[src/rtl/float32_multiplier_unit_macros.svh]
// Assertion macros for the binary32 multiplier unit.
// Included by the top level; no other dependencies.
`ifndef FLOAT32_MULTIPLIER_UNIT_MACROS_SVH
`define FLOAT32_MULTIPLIER_UNIT_MACROS_SVH

// Check that a condition implies a consequence on the same edge.
`define FMU_ASSERT_IMPL(label, clk, rstn, cond, cons, msg) \
    label: assert property (@(posedge clk) disable iff (!rstn) (cond) |-> (cons)) \
        else $error(msg);

// Check that a condition implies a consequence on the next edge.
`define FMU_ASSERT_NEXT(label, clk, rstn, cond, cons, msg) \
    label: assert property (@(posedge clk) disable iff (!rstn) (cond) |=> (cons)) \
        else $error(msg);

`endif

[src/rtl/fmu_pkg.sv]
// Package for the binary32 multiplier: field widths and constants.
// No dependencies.
`timescale 1ns / 1ps
package fmu_pkg;
    localparam int WORD_W   = 32;
    localparam int EXP_W    = 8;
    localparam int FRAC_W   = 23;
    localparam int SIG_W    = FRAC_W + 1;
    localparam int PROD_W   = 2 * SIG_W;
    localparam logic [EXP_W:0] EXP_BIAS = 9'd127;
    localparam int STAGES   = 3;
endpackage

[src/rtl/fmu_mult.sv]
// Pipelined 24x24 significand multiplier: 24x12 partial products, then a sum.
// Depends on fmu_pkg.
`timescale 1ns / 1ps
module fmu_mult (
    input  logic                        aclk,
    input  logic                        en,
    input  logic [fmu_pkg::SIG_W-1:0]   sig_a,
    input  logic [fmu_pkg::SIG_W-1:0]   sig_b,
    output logic [fmu_pkg::PROD_W-1:0]  prod
);
    import fmu_pkg::*;
    localparam int HALF = SIG_W / 2;

    logic [SIG_W+HALF-1:0] lo_reg, hi_reg;
    logic [PROD_W-1:0]     prod_reg;

    // Form two partial products on the low and high halves of b.
    always_ff @(posedge aclk) begin
        if (en) begin
            lo_reg <= {{HALF{1'b0}}, sig_a} * {{SIG_W{1'b0}}, sig_b[HALF-1:0]};
            hi_reg <= {{HALF{1'b0}}, sig_a} * {{SIG_W{1'b0}}, sig_b[SIG_W-1:HALF]};
        end
    end

    // Add the aligned partial products.
    always_ff @(posedge aclk) begin
        if (en) begin
            prod_reg <= {{(PROD_W-SIG_W-HALF){1'b0}}, lo_reg}
                      + {hi_reg, {HALF{1'b0}}};
        end
    end

    assign prod = prod_reg;
endmodule

[src/rtl/float32_multiplier_unit.sv]
// Binary32 multiply unit with valid/ready handshake, three stages deep.
// One item per cycle while the output is taken; the significand multiplier (two
// registered steps) and one normalize-and-round step set the depth. Ready
// drops only when the last stage is full and not taken. Rounding is half-up
// on one guard bit; a zero exponent field gives a signed zero; specials,
// overflow and underflow are not flagged and the exponent wraps modulo 256.
// Depends on fmu_pkg, fmu_mult and float32_multiplier_unit_macros.svh.
`timescale 1ns / 1ps
`include "float32_multiplier_unit_macros.svh"
module float32_multiplier_unit (
    input  logic                        aclk,
    input  logic                        aresetn,
    input  logic                        s_valid,
    output logic                        s_ready,
    input  logic [fmu_pkg::WORD_W-1:0]  s_operand_a,
    input  logic [fmu_pkg::WORD_W-1:0]  s_operand_b,
    output logic                        m_valid,
    input  logic                        m_ready,
    output logic [fmu_pkg::WORD_W-1:0]  m_product
);
    import fmu_pkg::*;

    logic [STAGES-1:0] vld_reg;
    logic              en;
    // Side data through stages 1..2, aligned with the multiplier
    logic              sgn1_reg, sgn2_reg;
    logic              zero1_reg, zero2_reg;
    logic [EXP_W:0]    exp1_reg, exp2_reg;
    logic [PROD_W-1:0] prod;
    logic [WORD_W-1:0] res_reg, res_next;
    logic [SIG_W-1:0]  kept, low24;
    logic              top;
    logic [EXP_W:0]    expo;
    logic [FRAC_W-1:0] frac;

    // Whole pipe advances unless output holds an untaken item.
    assign en      = !vld_reg[STAGES-1] || m_ready;
    assign s_ready = en;

    always_ff @(posedge aclk) begin
        if (!aresetn) begin
            vld_reg <= '0;
        end else if (en) begin
            vld_reg <= {vld_reg[STAGES-2:0], s_valid};
        end
    end

    // Stage 1: sign, zero flag, biased exponent sum; stage 2 holds them.
    always_ff @(posedge aclk) begin
        if (en) begin
            sgn1_reg  <= s_operand_a[WORD_W-1] ^ s_operand_b[WORD_W-1];
            zero1_reg <= (s_operand_a[WORD_W-2:FRAC_W] == '0)
                      || (s_operand_b[WORD_W-2:FRAC_W] == '0);
            exp1_reg  <= {1'b0, s_operand_a[WORD_W-2:FRAC_W]}
                       + {1'b0, s_operand_b[WORD_W-2:FRAC_W]} - EXP_BIAS;
            sgn2_reg  <= sgn1_reg;  zero2_reg <= zero1_reg;  exp2_reg <= exp1_reg;
        end
    end

    fmu_mult u_mult (
        .aclk  (aclk),
        .en    (en),
        .sig_a ({1'b1, s_operand_a[FRAC_W-1:0]}),
        .sig_b ({1'b1, s_operand_b[FRAC_W-1:0]}),
        .prod  (prod)
    );

    // Stage 3: normalize, round half-up, pack.
    always_comb begin
        top      = prod[PROD_W-1];
        low24    = prod[PROD_W-3:FRAC_W-1];
        kept     = top ? prod[PROD_W-2:FRAC_W] : low24;
        frac     = kept[SIG_W-1:1] + {{(FRAC_W-1){1'b0}}, kept[0]};
        expo     = exp2_reg + {{EXP_W{1'b0}}, (top || (low24 == '1))};
        res_next = zero2_reg ? {sgn2_reg, {(WORD_W-1){1'b0}}}
                             : {sgn2_reg, expo[EXP_W-1:0], frac};
    end

    always_ff @(posedge aclk) begin
        if (en) begin
            res_reg <= res_next;
        end
    end

    assign m_valid   = vld_reg[STAGES-1];
    assign m_product = res_reg;

    `FMU_ASSERT_IMPL(a_ready_when_empty, aclk, aresetn, !m_valid, s_ready, "ready low with empty output")
    `FMU_ASSERT_NEXT(a_hold_on_stall, aclk, aresetn, m_valid && !m_ready, m_valid && $stable(m_product) && $stable(vld_reg), "stalled pipe moved")
    `FMU_ASSERT_NEXT(a_advance, aclk, aresetn, s_valid && s_ready, vld_reg[0], "accepted item not in stage one")
endmodule

[config.mk]
export PLATFORM = sky130hd
export DESIGN_NAME = float32_multiplier_unit
export DESIGN_NICKNAME = d
export VERILOG_FILES = /design/src/rtl/fmu_pkg.sv /design/src/rtl/fmu_mult.sv /design/src/rtl/float32_multiplier_unit.sv
export VERILOG_INCLUDE_DIRS = /design/src /design/src/rtl
export SDC_FILE = /design/constraint.sdc
export NUM_CORES = 1
export LEC_CHECK = 0
export BUFFER_PORTS_ARGS = -buffer_cell sky130_fd_sc_hd__buf_4
export CAP_MARGIN = 20
export CORE_UTILIZATION = 50
export CTS_CLUSTER_SIZE = 25
export DETAILED_ROUTE_END_ITERATION = 8
export GPL_TIMING_DRIVEN = 0
export PLACE_DENSITY = 0.67
export SYNTH_ARGS = -nofsm -noshare
export SYNTH_HDL_FRONTEND = slang
export SYNTH_SLANG_ARGS = --single-unit
[constraint.sdc]
create_clock -name aclk -period 13.5 [get_ports aclk]
set_input_delay 0 -clock aclk [delete_from_list [all_inputs] [get_ports aclk]]
set_output_delay 0 -clock aclk [all_outputs]
set_load 0.05 [all_outputs]
=== Yosys cells after proc, flatten, opt, wreduce, memory -nomap -nowiden ===
Cells that the tools add are included.

* Bits in registers: 175
* Bits of input ports: 68
* Output and inout port bits: 34
* Word-level logic and storage cells: 28

* Add/subtract/negate cells: 5
* $mul: 2
* Equal/unequal tests: 1
* Multiplexer cells: 1
* Bitwise operators: 1
* Reduce and logical (&&, ||, !) cells: 6

{| class="wikitable"
|+ Operators by type and width
! cell !! count
|-
| 24-bit by 12-bit multiplier with 36-bit output || 2
|-
| 36-bit by 48-bit adder with 48-bit output || 1
|-
| 24-bit == test, second input constant || 1
|-
| 24-bit 2-to-1 mux || 1
|-
| 23-bit by 1-bit adder with 23-bit output || 1
|-
| 8-bit zero test || 2
|-
| 8-bit by 1-bit adder with 8-bit output || 1
|-
| 8-bit adder || 1
|-
| 8-bit by 7-bit subtractor with 8-bit output, second input constant || 1
|-
| 1-bit logical OR || 3
|-
| 1-bit zero test || 1
|-
| 1-bit XOR || 1
|}

=== Logic depth before layout (Yosys ltp) ===
* Word-level depth: 3
* Mapped depth: 23
* Mapped depth without buffers: 20

=== Modules after synthesis ===
A second synthesis with hierarchy kept.

* Cells, all modules: 2831
* Area total of the unflattened synthesis: 26561.7 sq um

{| class="wikitable"
|+ By module, submodules not included
! module !! times used !! cells each !! area an instance (sq um) !! sequential area each (sq um)
|-
| fmu_mult || 1 || 2513 || 23094.6 || 3603.5
|-
| float32_multiplier_unit || 1 || 318 || 3467.1 || 1621.6
|}

=== Least setup slack after synthesis ===
No wires, ideal clock.

* Path type: input -> register
* Start: in s_operand_b[9] in the netlist's numbering
* End: reg u_mult.lo_reg[33], data pin
* Setup time: 0.258 ns
* Arrival: 5.087 ns
* Required time: 13.242 ns
* Slack: 8.154 ns
* Cell stages on the path: 21
* Path buffers: 3
* Cells stage by stage: clkbuf_1 > inv_1 > buf_1 > nor2_1 > fa_1 > fa_1 > fa_1 > fa_1 > inv_1 > fa_1 > inv_1 > ha_1 > clkbuf_2 > nand4_1 > a21oi_1 > nor2_1 > or4b_1 > o21ai_2 > a41oi_1 > a211oi_2 > xnor2_1

* Cells in the longest elaborated chain, start to end: 1

{| class="wikitable"
|+ RTL lines
! item !! line !! text
|-
| start: declaration || float32_multiplier_unit.sv:16 || <nowiki>input logic [fmu_pkg::WORD_W-1:0] s_operand_b,</nowiki>
|-
| 24-bit by 12-bit multiplier with 36-bit output || fmu_mult.sv:20 || <nowiki>lo_reg <= {{HALF{1'b0}}, sig_a} * {{SIG_W{1'b0}}, sig_b[HALF-1:0]};</nowiki>
|-
| end signal: assignment || fmu_mult.sv:20 ||
|-
| end: declaration || fmu_mult.sv:14 || <nowiki>logic [SIG_W+HALF-1:0] lo_reg, hi_reg;</nowiki>
|}

No other way between the ends.
A chain may end at the register's enable or synchronous reset.

=== Worst setup path in the final report ===
Same ends and word-level chain as after synthesis.

==> impl_metrics.tcl <==
set metrics [dict create \
    die_x_um 223 \
    synth_fa_ha_area_share_pct 45.5 \
    synth-xor-area-share_pct 3.52 \
    drv_slew 0 \
    holdWs_ns 0.0502 \
    status "complete, no violations" \
    drt_iter0_markers 1321 \
    yosysMostFrequentCell "inv_1" \
    syn2layout_area_growth_pct 9.13 \
    synth_seq_cells 141 \
    clkLatencyLatePin_ns 0.43 \
    fin_skew_ns 0.00662 \
    maxCapViolCount 0 \
    io_buffer_count 99 \
    syn_inst 2643 \
    ctsResizeCount 0 \
    yosysTopAreaCell "fa_1" \
    pin_count 102 \
    ys.flop_type "edfxtp_1" \
    antenna_cells 0 \
    timing.fmax_mhz 163 \
    root_buffer "clkbuf_16" \
    gp_congestion 0.970 \
    htreeDepth 4 \
    cts_buffers 17 \
    avgSynthCellArea_sq_um 9.23 \
    cp.required_ns 13.68 \
    critical_path.slowest_cell "clkbuf_1" \
    hold_viol_final 0 \
    ant_nets 0 \
    clk_pin_slew_ns 0.06 \
    crit_buf_inv 6 \
    setup_violations 0 \
    clock_tree.buffer_depth 2 \
    crit_path_start_kind "input port" \
    synth_nets 3334 \
    cp-end-kind "flip-flop" \
    cts.sinks 141 \
    firstDrtPassIters 6 \
    fin_tns_setup_ns 0 \
    period_minus_slack_ns 6.13 \
    drive_gt1_share_pct 5.71 \
    grt_pass1_wl_mm 106 \
    slowest_delay_ns 0.60 \
    rsz0062_at_grt "no" \
    dp_cells 3359 \
    num_rows 80 \
    cp_max_fo 10 \
    seq_area_frac_synth_pct 17.2 \
    cts_tree "built" \
    nets 3464 \
    vias 18500 \
    coreArea_sq_um 47900 \
    ff_latch_area_sq_um 4200 \
    synth_edf_count 138 \
    path_cells "clkbuf_1 -> inv_1 -> buf_1 -> nor2_1 -> fa_1 -> fa_1 -> fa_1 -> fa_1 -> inv_1 -> fa_1 -> inv_1 -> ha_1 -> clkbuf_2 -> nand4_1 -> a21oi_1 -> nor2_1 -> or4b_1 -> o21ai_2 -> a41oi_1 -> a211oi_2 -> xnor2_1" \
    gr-usage-all-layers_pct 28.0 \
    synth.area.top_cells "fa_1 36%, edfxtp_1 17%, ha_1 9.4%, inv_1 8.5%, nand2_1 7.2%" \
    synth_compound_area_share_pct 6.57 \
    antenna_found_initial 2 \
    synthMuxAreaShare_pct 0.888 \
    drc 0 \
    path_delay_family "adder cells" \
    hold_class "in -> reg" \
    grt_overflow 0 \
    drt-total-wl_mm 66.9 \
    yosys.area_share.simple_pct 15.7 \
    syn_area_sq_um 24400 \
    fin_ws_ns 7.37 \
    die_area_sq_um 49700 \
    wl_per_cell_um 19.7 \
    path_common_cell "fa_1" \
    multiInputGateArea_sq_um 17600 \
    worstPathArrival_ns 6.31 \
    synth_top_area_share_pct 36.1 \
    die_y_um 223 \
    tightest_slew_ns 0.869 \
    synth_top_family_by_area "adder cells" \
    vias_per_cell 5.45 \
    post-place-ws_ns 7.06 \
    final_cell_count_no_fill 3401 \
    largest_register_ff_count 36 \
    synth-async-reset-ratio_pct 0 \
    relSlewSlack_pct 42.1 \
    place_hpwl_mm 56.5 \
    grt_max_degree 50 \
    critical_path_class "in -> reg" \
    yosys_warnings 0 \
    synth.distinct_cells 76 \
    finalCritPeriodShare_pct 45.4 \
    ys_top_cells_by_count "554 x inv_1, 465 x nand2_1, 440 x fa_1" \
    fill_cells 4362 \
    first_global_vias 19600 \
    initial_core_util_pct 50.9 \
]
-- tightest hold or removal path: cells and delay by family --
family	cells	cell delay (ns)
buf+inv	3	0.20
fa+ha+maj	1	0.12
-- through the flow --
step	util, %	cell area (sq um)
2_1_floorplan	-	24400
3_3_place_gp	54.0	25900
3_5_place_dp	54.1	26000
4_1_cts	55.5	26600
5_1_grt	55.5	26600
6_report	55.5	26600
-- final cells by class --
cell class	count	share of cell area [%]
Buffer	126	1.83
Sequential cell	141	15.8
Multi-Input combinational cell	1822	66.2
Inverter	554	7.81
Timing Repair Buffer	111	3.35
Clock inverter	15	0.498
Tap cell	615	2.89
Clock buffer	17	1.60
-- logic make-up after synthesis --
logic type      after synthesis
compound gates              234
xor+xnor                     98
fa+ha+maj                   623
buf+inv                     680
flops                       141
mux                          21
simple gates                846
-- routing by layer --
layer | share of wire [%] | global-route usage, % | wire (um)
met3 | 8.8 | 5.70 | 5870
met2 | 47 | 46.6 | 31300
met1 | 41 | 35.9 | 27300
met4 | 3.6 | 11.1 | 2390
met5 | 0.012 | 0 | 8
-- repair_timing --
item	4_1_cts	5_1_grt
setup buffers	0	0
hold endpoints to repair	6	0
hold buffers	10	0
-- layout by cell type (no fill, tap or decap), types with 5 or more instances in the layout --
cell | synthesis | routed
clkbuf_1 | 113 | 113
xnor2_1 | 63 | 63
a21boi_0 | 6 | 6
inv_1 | 554 | 554
ha_1 | 183 | 183
a311oi_1 | 7 | 7
and2_1 | 110 | 110
edfxtp_1 | 138 | 138
a211oi_1 | 9 | 9
mux2i_1 | 16 | 16
o21ai_0 | 30 | 30
a21oi_1 | 65 | 65
buf_2 | 6 | 6
nor3_1 | 26 | 26
clkbuf_16 | 0 | 17
xor2_1 | 35 | 35
o211ai_1 | 5 | 5
buf_4 | 1 | 100
nor2b_1 | 20 | 20
dlygate4sd3_1 | 0 | 10
a31oi_1 | 10 | 10
fa_1 | 440 | 440
nand3_1 | 38 | 38
nand2b_1 | 13 | 12
nand2_1 | 465 | 465
and3_1 | 18 | 18
o21a_1 | 10 | 10
o21bai_1 | 5 | 5
nand4_1 | 17 | 17
and4_1 | 7 | 7
inv_6 | 0 | 5
o21ai_1 | 6 | 6
nor4_1 | 5 | 5
nor2_1 | 107 | 107
a21o_1 | 33 | 33
-- worst paths after layout --
kind / from / to / slack [ns] / cells past startpoint
setup / recovery: s_operand_b[9] / u_mult.lo_reg[33]$_DFFE_PP_ / 7.37 / 21
hold / removal: s_operand_b[23] / exp1_reg[0]$_DFFE_PP_ / 0.05 / 4
setup reg to reg: u_mult.prod[47]$_DFFE_PP_ / m_product[16]$_SDFFCE_PP0P_ / 9.40 / 13
hold reg to reg: sgn2_reg$_DFFE_PP_ / m_product[31]$_DFFE_PP_ / 0.42 / 0
Power is left out: the tool's default activity adds up to more than one toggle a clock period on the data nets, which glitch-free logic cannot reach.
